===== src/rtph_pkg.sv =====
// Shared constants, codes and types for the RTP header parser.
package rtph_pkg;

  // Packet length bound; a byte at or beyond this position marks the packet oversize.
  localparam int MAX_PACKET_BYTES = 2048;

  // Result queue depth and pointer width.
  localparam int QUEUE_DEPTH = 4;
  localparam int QPTR_W = $clog2(QUEUE_DEPTH);

  // Fixed header layout.
  localparam logic [7:0] FIXED_HDR_BYTES = 8'd12;
  localparam logic [1:0] HDR_VERSION = 2'd2;
  localparam logic [15:0] ONE_BYTE_PROFILE = 16'hBEDE;
  localparam logic [17:0] BLOCK_END_MAX = 18'h3FFFF;

  // Summary status codes.
  localparam logic [2:0] ST_OK          = 3'd0;
  localparam logic [2:0] ST_SHORT       = 3'd1;
  localparam logic [2:0] ST_BAD_VERSION = 3'd2;
  localparam logic [2:0] ST_ZERO_PAD    = 3'd3;
  localparam logic [2:0] ST_EXT_HEADER  = 3'd4;
  localparam logic [2:0] ST_EXT_OVERRUN = 3'd5;
  localparam logic [2:0] ST_PAD_OVERRUN = 3'd6;

  // Extension element walk phases.
  localparam logic [1:0] PH_IDLE    = 2'd0;
  localparam logic [1:0] PH_WALK    = 2'd1;
  localparam logic [1:0] PH_LEN     = 2'd2;

  typedef struct packed {
    logic        is_summary;
    logic [2:0]  status;
    logic        marker;
    logic [6:0]  media_type;
    logic [15:0] sequence_number;
    logic [31:0] timestamp_value;
    logic [31:0] ssrc_value;
    logic [3:0]  csrc_count;
    logic [15:0] byte_offset;
    logic [15:0] byte_length;
    logic [7:0]  padding_count;
    logic [7:0]  element_id;
  } rtph_result_t;

  // Results produced by one accepted item: an optional record, then an optional summary.
  typedef struct packed {
    logic         rec_valid;
    logic         sum_valid;
    rtph_result_t rec;
    rtph_result_t sum;
  } rtph_push_t;

endpackage


===== src/rtph_parse.sv =====
// Per-byte parsing state and the combinational logic that forms records and summaries.
module rtph_parse (
  input  logic               clk,
  input  logic               rst,
  input  logic               accept,
  input  logic [7:0]         data_byte,
  input  logic               final_byte,
  output rtph_pkg::rtph_push_t push
);
  import rtph_pkg::*;

  logic [15:0] byte_position;
  logic [7:0]  first_header_byte;
  logic [7:0]  second_header_byte;
  logic [15:0] seq_reg;
  logic [31:0] timestamp_reg;
  logic [31:0] ssrc_reg;
  logic [15:0] ext_profile;
  logic [17:0] ext_block_end;
  logic [1:0]  element_phase;
  logic [8:0]  element_skip_left;
  logic [7:0]  element_id_reg;
  logic        oversize;

  logic [15:0] byte_position_next;
  logic [7:0]  first_header_byte_next;
  logic [7:0]  second_header_byte_next;
  logic [15:0] seq_reg_next;
  logic [31:0] timestamp_reg_next;
  logic [31:0] ssrc_reg_next;
  logic [15:0] ext_profile_next;
  logic [17:0] ext_block_end_next;
  logic [1:0]  element_phase_next;
  logic [8:0]  element_skip_left_next;
  logic [7:0]  element_id_reg_next;

  localparam logic [16:0] MAX_POS = 17'(MAX_PACKET_BYTES);

  logic        oversize_now;
  logic [15:0] ext_base;
  logic [18:0] block_end_full;
  logic        ext_active;
  logic        rec_valid;
  logic [15:0] rec_length;
  logic [7:0]  rec_id;

  assign oversize_now = oversize || ({1'b0, byte_position} >= MAX_POS);
  assign ext_base = 16'(FIXED_HDR_BYTES) + {10'd0, first_header_byte[3:0], 2'b00};
  assign block_end_full = 19'(ext_base) + 19'd4
                          + {1'b0, ext_block_end[7:0], data_byte, 2'b00};
  assign ext_active = first_header_byte[4] && (first_header_byte[7:6] == HDR_VERSION)
                      && (byte_position >= 16'(FIXED_HDR_BYTES));

  always_comb begin
    first_header_byte_next  = first_header_byte;
    second_header_byte_next = second_header_byte;
    seq_reg_next            = seq_reg;
    timestamp_reg_next      = timestamp_reg;
    ssrc_reg_next           = ssrc_reg;
    ext_profile_next        = ext_profile;
    ext_block_end_next      = ext_block_end;
    element_phase_next      = element_phase;
    element_skip_left_next  = element_skip_left;
    element_id_reg_next     = element_id_reg;
    rec_valid               = 1'b0;
    rec_length              = '0;
    rec_id                  = '0;
    if (!oversize_now) begin
      if (byte_position == 16'd0) begin
        first_header_byte_next = data_byte;
      end else if (byte_position == 16'd1) begin
        second_header_byte_next = data_byte;
      end else if (byte_position < 16'd4) begin
        seq_reg_next = {seq_reg[7:0], data_byte};
      end else if (byte_position < 16'd8) begin
        timestamp_reg_next = {timestamp_reg[23:0], data_byte};
      end else if (byte_position < 16'd12) begin
        ssrc_reg_next = {ssrc_reg[23:0], data_byte};
      end else if (ext_active) begin
        if (byte_position == ext_base) begin
          ext_profile_next = {data_byte, 8'd0};
        end else if (byte_position == ext_base + 16'd1) begin
          ext_profile_next = {ext_profile[15:8], data_byte};
        end else if (byte_position == ext_base + 16'd2) begin
          ext_block_end_next = {10'd0, data_byte};
        end else if (byte_position == ext_base + 16'd3) begin
          ext_block_end_next = (block_end_full > 19'(BLOCK_END_MAX)) ? BLOCK_END_MAX
                                                                     : block_end_full[17:0];
          element_phase_next     = PH_WALK;
          element_skip_left_next = '0;
        end else if (byte_position > ext_base + 16'd3) begin
          if (element_phase == PH_WALK) begin
            if (element_skip_left != 9'd0) begin
              element_skip_left_next = element_skip_left - 9'd1;
            end else if ({2'b00, byte_position} < ext_block_end) begin
              if (data_byte != 8'd0) begin
                if (ext_profile == ONE_BYTE_PROFILE) begin
                  rec_valid              = 1'b1;
                  rec_length             = {12'd0, data_byte[3:0]} + 16'd1;
                  rec_id                 = {4'd0, data_byte[7:4]};
                  element_skip_left_next = {5'd0, data_byte[3:0]} + 9'd1;
                end else begin
                  element_id_reg_next = data_byte;
                  element_phase_next  = PH_LEN;
                end
              end
            end else begin
              element_phase_next = PH_IDLE;
            end
          end else if (element_phase == PH_LEN) begin
            rec_valid              = 1'b1;
            rec_length             = {8'd0, data_byte};
            rec_id                 = element_id_reg;
            element_skip_left_next = {1'b0, data_byte};
            element_phase_next     = PH_WALK;
          end
        end
      end
    end
  end

  assign byte_position_next = (byte_position != 16'hFFFF) ? byte_position + 16'd1
                                                           : byte_position;

  // Summary, formed from the state as it stands after this byte.
  logic [18:0] total;
  logic [7:0]  pad;
  logic [18:0] hdr_end;
  logic [18:0] pay_off;
  logic [2:0]  sum_status;
  logic [18:0] pay_len;

  assign total   = {3'd0, byte_position} + 19'd1;
  assign pad     = first_header_byte_next[5] ? data_byte : 8'd0;
  assign hdr_end = 19'(FIXED_HDR_BYTES) + {13'd0, first_header_byte_next[3:0], 2'b00};

  always_comb begin
    sum_status = ST_OK;
    pay_off    = hdr_end;
    if (oversize_now) begin
      sum_status = ST_PAD_OVERRUN;
    end else if (total < 19'(FIXED_HDR_BYTES)) begin
      sum_status = ST_SHORT;
    end else if (first_header_byte_next[7:6] != HDR_VERSION) begin
      sum_status = ST_BAD_VERSION;
    end else if (first_header_byte_next[5] && (pad == 8'd0)) begin
      sum_status = ST_ZERO_PAD;
    end else begin
      if (first_header_byte_next[4]) begin
        if (hdr_end + 19'd4 > total) begin
          sum_status = ST_EXT_HEADER;
        end else if ({1'b0, ext_block_end_next} > total) begin
          sum_status = ST_EXT_OVERRUN;
        end else begin
          pay_off = {1'b0, ext_block_end_next};
        end
      end
      if ((sum_status == ST_OK) && (pay_off + {11'd0, pad} > total)) begin
        sum_status = ST_PAD_OVERRUN;
      end
    end
  end

  assign pay_len = total - pay_off - {11'd0, pad};

  always_comb begin
    push.rec_valid = accept && rec_valid;
    push.sum_valid = accept && final_byte;

    push.rec.is_summary      = 1'b0;
    push.rec.status          = ST_OK;
    push.rec.marker          = second_header_byte_next[7];
    push.rec.media_type      = second_header_byte_next[6:0];
    push.rec.sequence_number = seq_reg_next;
    push.rec.timestamp_value = timestamp_reg_next;
    push.rec.ssrc_value      = ssrc_reg_next;
    push.rec.csrc_count      = first_header_byte_next[3:0];
    push.rec.byte_offset     = byte_position + 16'd1;
    push.rec.byte_length     = rec_length;
    push.rec.padding_count   = 8'd0;
    push.rec.element_id      = rec_id;

    push.sum                 = push.rec;
    push.sum.is_summary      = 1'b1;
    push.sum.status          = sum_status;
    push.sum.byte_offset     = (sum_status == ST_OK) ? pay_off[15:0] : 16'd0;
    push.sum.byte_length     = (sum_status == ST_OK) ? pay_len[15:0] : 16'd0;
    push.sum.padding_count   = pad;
    push.sum.element_id      = 8'd0;
  end

  always_ff @(posedge clk) begin
    if (rst || (accept && final_byte)) begin
      byte_position      <= '0;
      first_header_byte  <= '0;
      second_header_byte <= '0;
      seq_reg            <= '0;
      timestamp_reg      <= '0;
      ssrc_reg           <= '0;
      ext_profile        <= '0;
      ext_block_end      <= '0;
      element_phase      <= PH_IDLE;
      element_skip_left  <= '0;
      element_id_reg     <= '0;
      oversize           <= 1'b0;
    end else if (accept) begin
      byte_position      <= byte_position_next;
      first_header_byte  <= first_header_byte_next;
      second_header_byte <= second_header_byte_next;
      seq_reg            <= seq_reg_next;
      timestamp_reg      <= timestamp_reg_next;
      ssrc_reg           <= ssrc_reg_next;
      ext_profile        <= ext_profile_next;
      ext_block_end      <= ext_block_end_next;
      element_phase      <= element_phase_next;
      element_skip_left  <= element_skip_left_next;
      element_id_reg     <= element_id_reg_next;
      oversize           <= oversize_now;
    end
  end

endmodule


===== src/rtph_out_queue.sv =====
// Small result queue that takes up to two results per cycle and hands out one.
module rtph_out_queue (
  input  logic                   clk,
  input  logic                   rst,
  input  rtph_pkg::rtph_push_t   push,
  output logic                   room,
  output logic                   out_valid,
  input  logic                   out_ready,
  output rtph_pkg::rtph_result_t head
);
  import rtph_pkg::*;

  rtph_result_t     entries [QUEUE_DEPTH];
  logic [QPTR_W-1:0] wr_ptr;
  logic [QPTR_W-1:0] rd_ptr;
  logic [QPTR_W:0]   count;

  logic              pop;
  logic [1:0]        n_push;
  rtph_result_t      first_entry;

  assign out_valid   = (count != '0);
  assign pop         = out_valid && out_ready;
  assign n_push      = {1'b0, push.rec_valid} + {1'b0, push.sum_valid};
  assign first_entry = push.rec_valid ? push.rec : push.sum;
  // Two free slots must remain so that a record and a summary both fit.
  assign room        = (count <= (QPTR_W+1)'(QUEUE_DEPTH - 2));
  assign head        = entries[rd_ptr];

  always_ff @(posedge clk) begin
    if (n_push != 2'd0) begin
      entries[wr_ptr] <= first_entry;
    end
    if (n_push == 2'd2) begin
      entries[wr_ptr + QPTR_W'(1)] <= push.sum;
    end
  end

  always_ff @(posedge clk) begin
    if (rst) begin
      wr_ptr <= '0;
      rd_ptr <= '0;
      count  <= '0;
    end else begin
      wr_ptr <= wr_ptr + QPTR_W'(n_push);
      if (pop) begin
        rd_ptr <= rd_ptr + QPTR_W'(1);
      end
      count <= count + (QPTR_W+1)'(n_push) - (QPTR_W+1)'(pop);
    end
  end

endmodule


===== src/rtp_header_parser.sv =====
// Top level of the RTP header parser: byte input channel and result output channel.
//
// The parser takes one RTP packet byte per item on the input channel, with
// final_byte marking the last byte, and reports on the output channel. Each byte
// is processed in the cycle it is accepted, so one byte per clock is sustained
// while the output side keeps taking results; the figure is set by the per-byte
// parse logic, which updates the header and extension-walk registers in a single
// pass. A result is written into the output queue when its byte is accepted.
// Every header extension element (one-byte headers under profile 0xBEDE,
// two-byte headers otherwise) yields one record item carrying its id, data offset
// and length. The final byte yields one summary item with the status, the payload
// offset and size, and the padding count; when an element record and the summary
// fall on the same byte, the record comes first. A consumer should drop the
// records of a packet whose summary has a nonzero status. Results pass through a
// four-entry queue; input is taken whenever at least two entries are free, so a
// stalled output side holds back the input once three results are waiting. Header
// fields in every result reflect the bytes captured so far, and bytes not yet
// received read as zero. Packets longer than the length bound report status 6,
// and all state returns to its reset value after each final byte.
module rtp_header_parser (
  input  logic        clk,
  input  logic        rst,
  input  logic        in_valid,
  output logic        in_ready,
  input  logic [7:0]  data_byte,
  input  logic        final_byte,
  output logic        out_valid,
  input  logic        out_ready,
  output logic        is_summary,
  output logic [2:0]  status,
  output logic        marker,
  output logic [6:0]  media_type,
  output logic [15:0] sequence_number,
  output logic [31:0] timestamp_value,
  output logic [31:0] ssrc_value,
  output logic [3:0]  csrc_count,
  output logic [15:0] byte_offset,
  output logic [15:0] byte_length,
  output logic [7:0]  padding_count,
  output logic [7:0]  element_id
);
  import rtph_pkg::*;

  logic         accept;
  rtph_push_t   push;
  rtph_result_t head;

  // A byte is consumed on any edge where both sides of the input handshake agree.
  assign accept = in_valid && in_ready;

  rtph_parse u_parse (
    .clk        (clk),
    .rst        (rst),
    .accept     (accept),
    .data_byte  (data_byte),
    .final_byte (final_byte),
    .push       (push)
  );

  rtph_out_queue u_queue (
    .clk       (clk),
    .rst       (rst),
    .push      (push),
    .room      (in_ready),
    .out_valid (out_valid),
    .out_ready (out_ready),
    .head      (head)
  );

  // The queue head drives the output fields directly.
  assign is_summary      = head.is_summary;
  assign status          = head.status;
  assign marker          = head.marker;
  assign media_type      = head.media_type;
  assign sequence_number = head.sequence_number;
  assign timestamp_value = head.timestamp_value;
  assign ssrc_value      = head.ssrc_value;
  assign csrc_count      = head.csrc_count;
  assign byte_offset     = head.byte_offset;
  assign byte_length     = head.byte_length;
  assign padding_count   = head.padding_count;
  assign element_id      = head.element_id;

endmodule


===== config.mk =====
export PLATFORM = sky130hd
export DESIGN_NAME = rtp_header_parser
export DESIGN_NICKNAME = d
export VERILOG_FILES = /design/src/rtph_pkg.sv /design/src/rtph_parse.sv /design/src/rtph_out_queue.sv /design/src/rtp_header_parser.sv
export SDC_FILE = /design/constraint.sdc
export NUM_CORES = 1
export LEC_CHECK = 0
export BUFFER_PORTS_ARGS = -buffer_cell sky130_fd_sc_hd__buf_2
export CORE_AREA = 2 2 291 293
export CTS_CLUSTER_SIZE = 28
export DETAILED_ROUTE_END_ITERATION = 8
export DIE_AREA = 0 0 293 295
export PLACE_DENSITY = 0.57
export SETUP_SLACK_MARGIN = 0.02
export SKIP_CTS_REPAIR_TIMING = 1
export SKIP_LAST_GASP = 1
export SYNTH_ARGS = -nofsm -noshare
export SYNTH_HDL_FRONTEND = slang
export SYNTH_SLANG_ARGS = --single-unit

===== constraint.sdc =====
create_clock -name clk -period 19 [get_ports clk]
set_clock_uncertainty 0.15 [all_clocks]
set_input_delay 3.8 -clock clk [delete_from_list [all_inputs] [get_ports clk]]
set_output_delay 3.8 -clock clk [all_outputs]
set_load 0.1 [all_outputs]

==> flow_summary.yaml, run 1 <==
pwr:
  p_int_mw: 3.38
  p_seq_frac: 0.330
  comb_power_share: 0.371
  pwr-share-clk: 0.299
  powerDensity_nw_per_um2: 137
  vdd_drop_max_mv: 0.0966
  p_leak_nw: 14.6
  sw_frac_of_total: 0.410
  p_sw_mw: 2.35
cts:
  clkLatencyLatePin_ps: 650
  htreeDepth: 3
  cts_buffers: 84
  cts-root-buf: "clkbuf_16"
  clk_path_buf_depth: 3
  path_clk_slew_ps: 60
  cts_tree: "built"
  clkSinkCount: 751
timing:
  worst_pin_slew_ps: 1240
  hold_viol: 0
  setup_ws_ps: 4780
  slew_violations: 0
  setup_viol: 0
  fin_crit_ps: 14220
  rsz0062_at_grt: "false"
  clock.fmax_mhz: 70.3
  finalCritPeriodShare: 0.749
  setup_tns_ps: 0
  maxSlewHeadroom: 0.166
route:
  drtAntennaViolNets: 0
  drc: 0
  num_vias: 26400
  first_iter_violations: 2282
  via_per_inst: 5.94
  dr.pass1.iters: 6
  wl_per_cell_um: 24.8
  drt-total-wl_um: 110000
global_routing:
  antenna_found_initial: 3
  gr-total-overflow: 0
  globalRouteTotalUtil: 0.254
  grt_pass1_wl_um: 166000
  grt_max_degree: 91
  grt_pass1_vias: 26700
worst_setup_path:
  cp_top_family: "compound AO/OA/AOI/OAI gates"
  crit_type: "in2reg"
  cp_max_fo: 90
  critical_path_required_ps: 19170
  cpPeakStageDelay_ps: 840
  critPathCaptureType: "register"
  critPathSlowestCell: "buf_4"
  r2r_cells: 38
  critPathLaunchType: "input port"
  cpMostUsedCell: "o21ai_0"
  cp.buffers_inverters: 4
  cp.depth: 40
  crit_arrival_ps: 14400
cells_and_area:
  largest_reg_flops: 576
  syn_to_final_growth_pct: 12.3
  drive_above_1_share: 0.160
  nets: 3441
  fill_cells: 7308
die:
  die_area_um2: 86400
  core_area_um2: 83200
  io_pins: 159
  die_x_um: 293
  die_h_um: 295
  start_util: 0.447
  num_rows: 106
synthesis:
  yosysWarnings: 0
  synth.area.top_cells: "edfxtp_1 (44%), dfxtp_1 (11%), mux4_2 (8.7%)"
  synth_cell_types: 93
  synth_edf_count: 540
  avgSynthCellArea_um2: 11.5
  yosysTopAreaCell: "edfxtp_1"
  ys_seq_elements: 751
  synth_async_sr_flop_share: 0
  synthTopCellsByCount: "nor2_1 (585), edfxtp_1 (540), nand2_1 (291), dfxtp_1 (211), clkbuf_1 (175)"
  synth_ff_type: "edfxtp_1"
  synth_seq_area_share: 0.550
  synth_cells: 3236
  synth.most_common_cell: "nor2_1"
  synth_top_area_share: 0.436
  netlist_area_um2: 37200
status:
  status: "complete, no violations"
hold_path:
  holdCritPathClass: "reg2reg"
  min_path_cells: 2
placed_design:
  place_hpwl_um: 69300
  place.gp.congestion: 0.906
  portBuffers: 158
  place_ws_ps: 4360
flow_run:
  max_cap_viol_count: 0
cell usage in the layout (no fill, tap or decap), drive strengths merged, types with 25 or more instances in the layout:
cell      n
xor2     37
clkinv   25
nand4    25
ha      115
a211oi   54
inv     121
o31ai    35
a21oi   143
nor2    586
buf     206
nand2   292
xnor2    33
dfxtp   211
nand3    51
nor3     77
o21ai    80
edfxtp  540
o32ai    57
clkbuf  110
mux4    144
mux2i   119
final timing paths:
check                           start                      end  slack [ps]
max                      data_byte[4]   u_queue.entries[2][18]        4780
min           u_queue.entries[1][143]  u_queue.entries[1][143]         290
max reg2reg  u_parse.byte_position[9]   u_queue.entries[2][18]        6720
min reg2reg   u_queue.entries[1][143]  u_queue.entries[1][143]         290
final cells by class:
cell class | count | area [µm²] | area share
inverters | 117 | 459 | 0.0110
multi-input cells | 2142 | 15500 | 0.370
repair buffers | 206 | 1150 | 0.0276
clock inverters | 44 | 599 | 0.0143
flip-flops and latches | 751 | 20400 | 0.489
well taps | 1080 | 1350 | 0.0323
clock buffers | 110 | 2310 | 0.0553
diodes | 1 | 2.50 | 0.0000599
per-stage QoR:
step	total power [mW]	hold WS [ps]	cells	utilization	area (µm²)
3_5_place_dp	4.05	284	4296	0.467	38900
3_3_place_gp	4.03	279	4296	0.467	38900
2_1_floorplan	3.61	268	3237	-	37200
6_report	5.72	291	4451	0.502	41800
5_1_grt	5.95	318	4450	0.502	41800
4_1_cts	5.76	294	4450	0.502	41800
kinds of logic (layout without fill, tap and decap cells):
kind of cell | Yosys count | in the layout | synth area share
AND/OR/NAND/NOR | 1175 | 1175 | 0.139
flip-flops | 751 | 751 | 0.550
AO/OA/AOI/OAI | 500 | 500 | 0.0921
buffers and inverters | 344 | 477 | 0.0374
multiplexers | 269 | 269 | 0.121
adder cells (fa/ha/maj) | 126 | 126 | 0.0446
XOR/XNOR | 70 | 70 | 0.0165
other | 1 | 3 | 0.000101
worst register-to-register path: cells and delay by family, from the launching register on:
kind,cells,cell delay [ps]
DFF,1,460
and+or+nand+nor,11,3610
xor gates and xnor gates,1,470
muxes,1,790
adders and majority gates,4,1230
AOI/OAI and AO/OA,19,4380
buffers and inverters,2,910
metal layers:
| layer | share of wire | GRT usage |
|---|---|---|
| met5 | 0.00037 | 0 |
| met1 | 0.43 | 0.338 |
| met4 | 0.027 | 0.0857 |
| met2 | 0.49 | 0.427 |
| met3 | 0.056 | 0.0370 |
power groups by stage:
stage	Combinational (mW)	Clock, mW	Sequential, mW
2_1_floorplan	1.72	0	1.89
5_1_grt	2.25	1.80	1.90
4_1_cts	2.13	1.73	1.89
6_report	2.13	1.71	1.89
3_5_place_dp	2.13	0	1.92
3_3_place_gp	2.11	0	1.92
Power figures use the tool's default switching activity.
==> run 2, diff against run 1 <==
clock period = 13.3 ns   (was 19 ns; I/O delays follow)
==> flow_summary.yaml, run 2 (synthesized netlist as in run 1, its figures left out) <==
timing:
  hold_viol: 0
  setup_viol: 0
  rsz0062_at_grt: "false"
  maxSlewHeadroom: 0.119
  clock.fmax_mhz: 83.7
  setup_tns_ps: 0
  fin_crit_ps: 11940
  worst_pin_slew_ps: 1320
  finalCritPeriodShare: 0.898
  slew_violations: 0
worst_setup_path:
  r2r_cells: 36
  r2r_slack_ps: 1850
  crit_type: "in2reg"
  crit_path_end: "u_queue.entries[0][39]"
  crit_start: "data_byte[0]"
  critPathLaunchType: "input port"
  crit-reg2reg-capture: "u_queue.entries[0][39]"
  r2r_start: "u_parse.byte_position[12]"
  critPathCaptureType: "register"
  cpMostUsedCell: "o21ai_0"
  cp_max_fo: 28
  critical_path_required_ps: 13480
  critPathSlowestCell: "a2111oi_2"
  cpPeakStageDelay_ps: 570
  crit_arrival_ps: 12130
route:
  dr.pass1.iters: 5
  drt-total-wl_um: 111000
  drc: 0
  via_per_inst: 5.95
  num_vias: 26600
  wl_per_cell_um: 24.9
  drtAntennaViolNets: 0
  first_iter_violations: 2150
cells_and_area:
  fin_util: 0.504
  final_cell_mix: "nor2_1 (584), edfxtp_1 (540), nand2_1 (291)"
  syn_to_final_growth_pct: 12.6
  final_common_cell: "nor2_1"
  fill_cells: 7397
  nets: 3455
  largest_reg_flops: 576
  drive_above_1_share: 0.163
global_routing:
  grt-busiest-layer: "met2"
  grtUsageMet1: 0.342
  use_met3: 0.0380
  grt_pass1_wl_um: 167000
  grt_util_met2: 0.434
  gr-total-overflow: 0
  grt_max_degree: 93
  grt_pass1_vias: 26700
  globalRouteTotalUtil: 0.257
  antenna_found_initial: 2
die:
  core_area_um2: 83200
  die_h_um: 295
  io_pins: 159
  num_rows: 106
  die_area_um2: 86400
  start_util: 0.447
  die_x_um: 293
cts:
  clk_path_buf_depth: 3
  cts-root-buf: "clkbuf_16"
  path_clk_slew_ps: 60
  clkSinkCount: 751
  htreeDepth: 3
  cts_buffers: 86
  clkLatencyLatePin_ps: 650
  cts_tree: "built"
placed_design:
  place_hpwl_um: 69700
  portBuffers: 158
  place.gp.congestion: 0.913
pwr:
  powerDensity_nw_per_um2: 195
  vdd_drop_max_mv: 0.133
  p_total_mw: 8.17
  p_leak_nw: 14.6
status:
  status: "complete, no violations"
hold_path:
  holdCritPathClass: "reg2reg"
flow_run:
  max_cap_viol_count: 0
[run 2: layout make-up]
class                   instances  area, µm²  share of cell area
repair buffers                218       1280              0.0305
multi-input cells            2142      15500               0.369
diodes                          1       2.50           0.0000597
inverters                     117        459              0.0110
flip-flops and latches        751      20400               0.488
well taps                    1080       1350              0.0323
clock buffers                 115       2380              0.0569
clock inverters                46        519              0.0124
[run 2: per-stage QoR]
stage	worst slack [ps]	std cells	hold WS, ps	cell area (µm²)
final	1360	4470	293	41900
after detailed placement	919	4308	286	39000
after global placement	1180	4308	278	39000
after CTS	1520	4469	296	41900
after floorplan	2660	3237	268	37200
after global routing	432	4470	309	41900
[run 2: worst min-delay path by stage]
stage / end / slack [ps] / from / cells past startpoint
after global routing: u_queue.entries[1][143] / 310 / u_queue.entries[1][143] / 2
after CTS: u_queue.entries[1][143] / 300 / u_queue.entries[1][143] / 2
after floorplan: u_queue.entries[2][143] / 270 / u_queue.entries[2][143] / 2
after global placement: u_queue.entries[2][143] / 280 / u_queue.entries[2][143] / 2
after detailed placement: u_queue.entries[1][143] / 290 / u_queue.entries[1][143] / 2
final: u_queue.entries[1][143] / 290 / u_queue.entries[1][143] / 2
[run 2: worst max-delay path, delay by kind of cell]
kind | cells | cell delay (ps)
adder cells (fa/ha/maj) | 5 | 1630
AND/OR/NAND/NOR | 9 | 1620
buffers and inverters | 3 | 720
AO/OA/AOI/OAI | 22 | 5490
[run 2: metal layers]
metal	vias up	wire [µm]	share of wire
met4	2	2860	0.026
li1	12100	-	-
met5	-	13	0.00012
met3	169	6600	0.059
met2	894	54600	0.49
met1	13500	47300	0.42
[run 2: where the power goes]
group          leakage [nW]  switching (mW)  total (mW)  internal [mW]
Combinational          6.37            2.30        3.06          0.753
Sequential             6.83          0.0816        2.69           2.61
Clock                  1.43           0.984        2.43           1.44
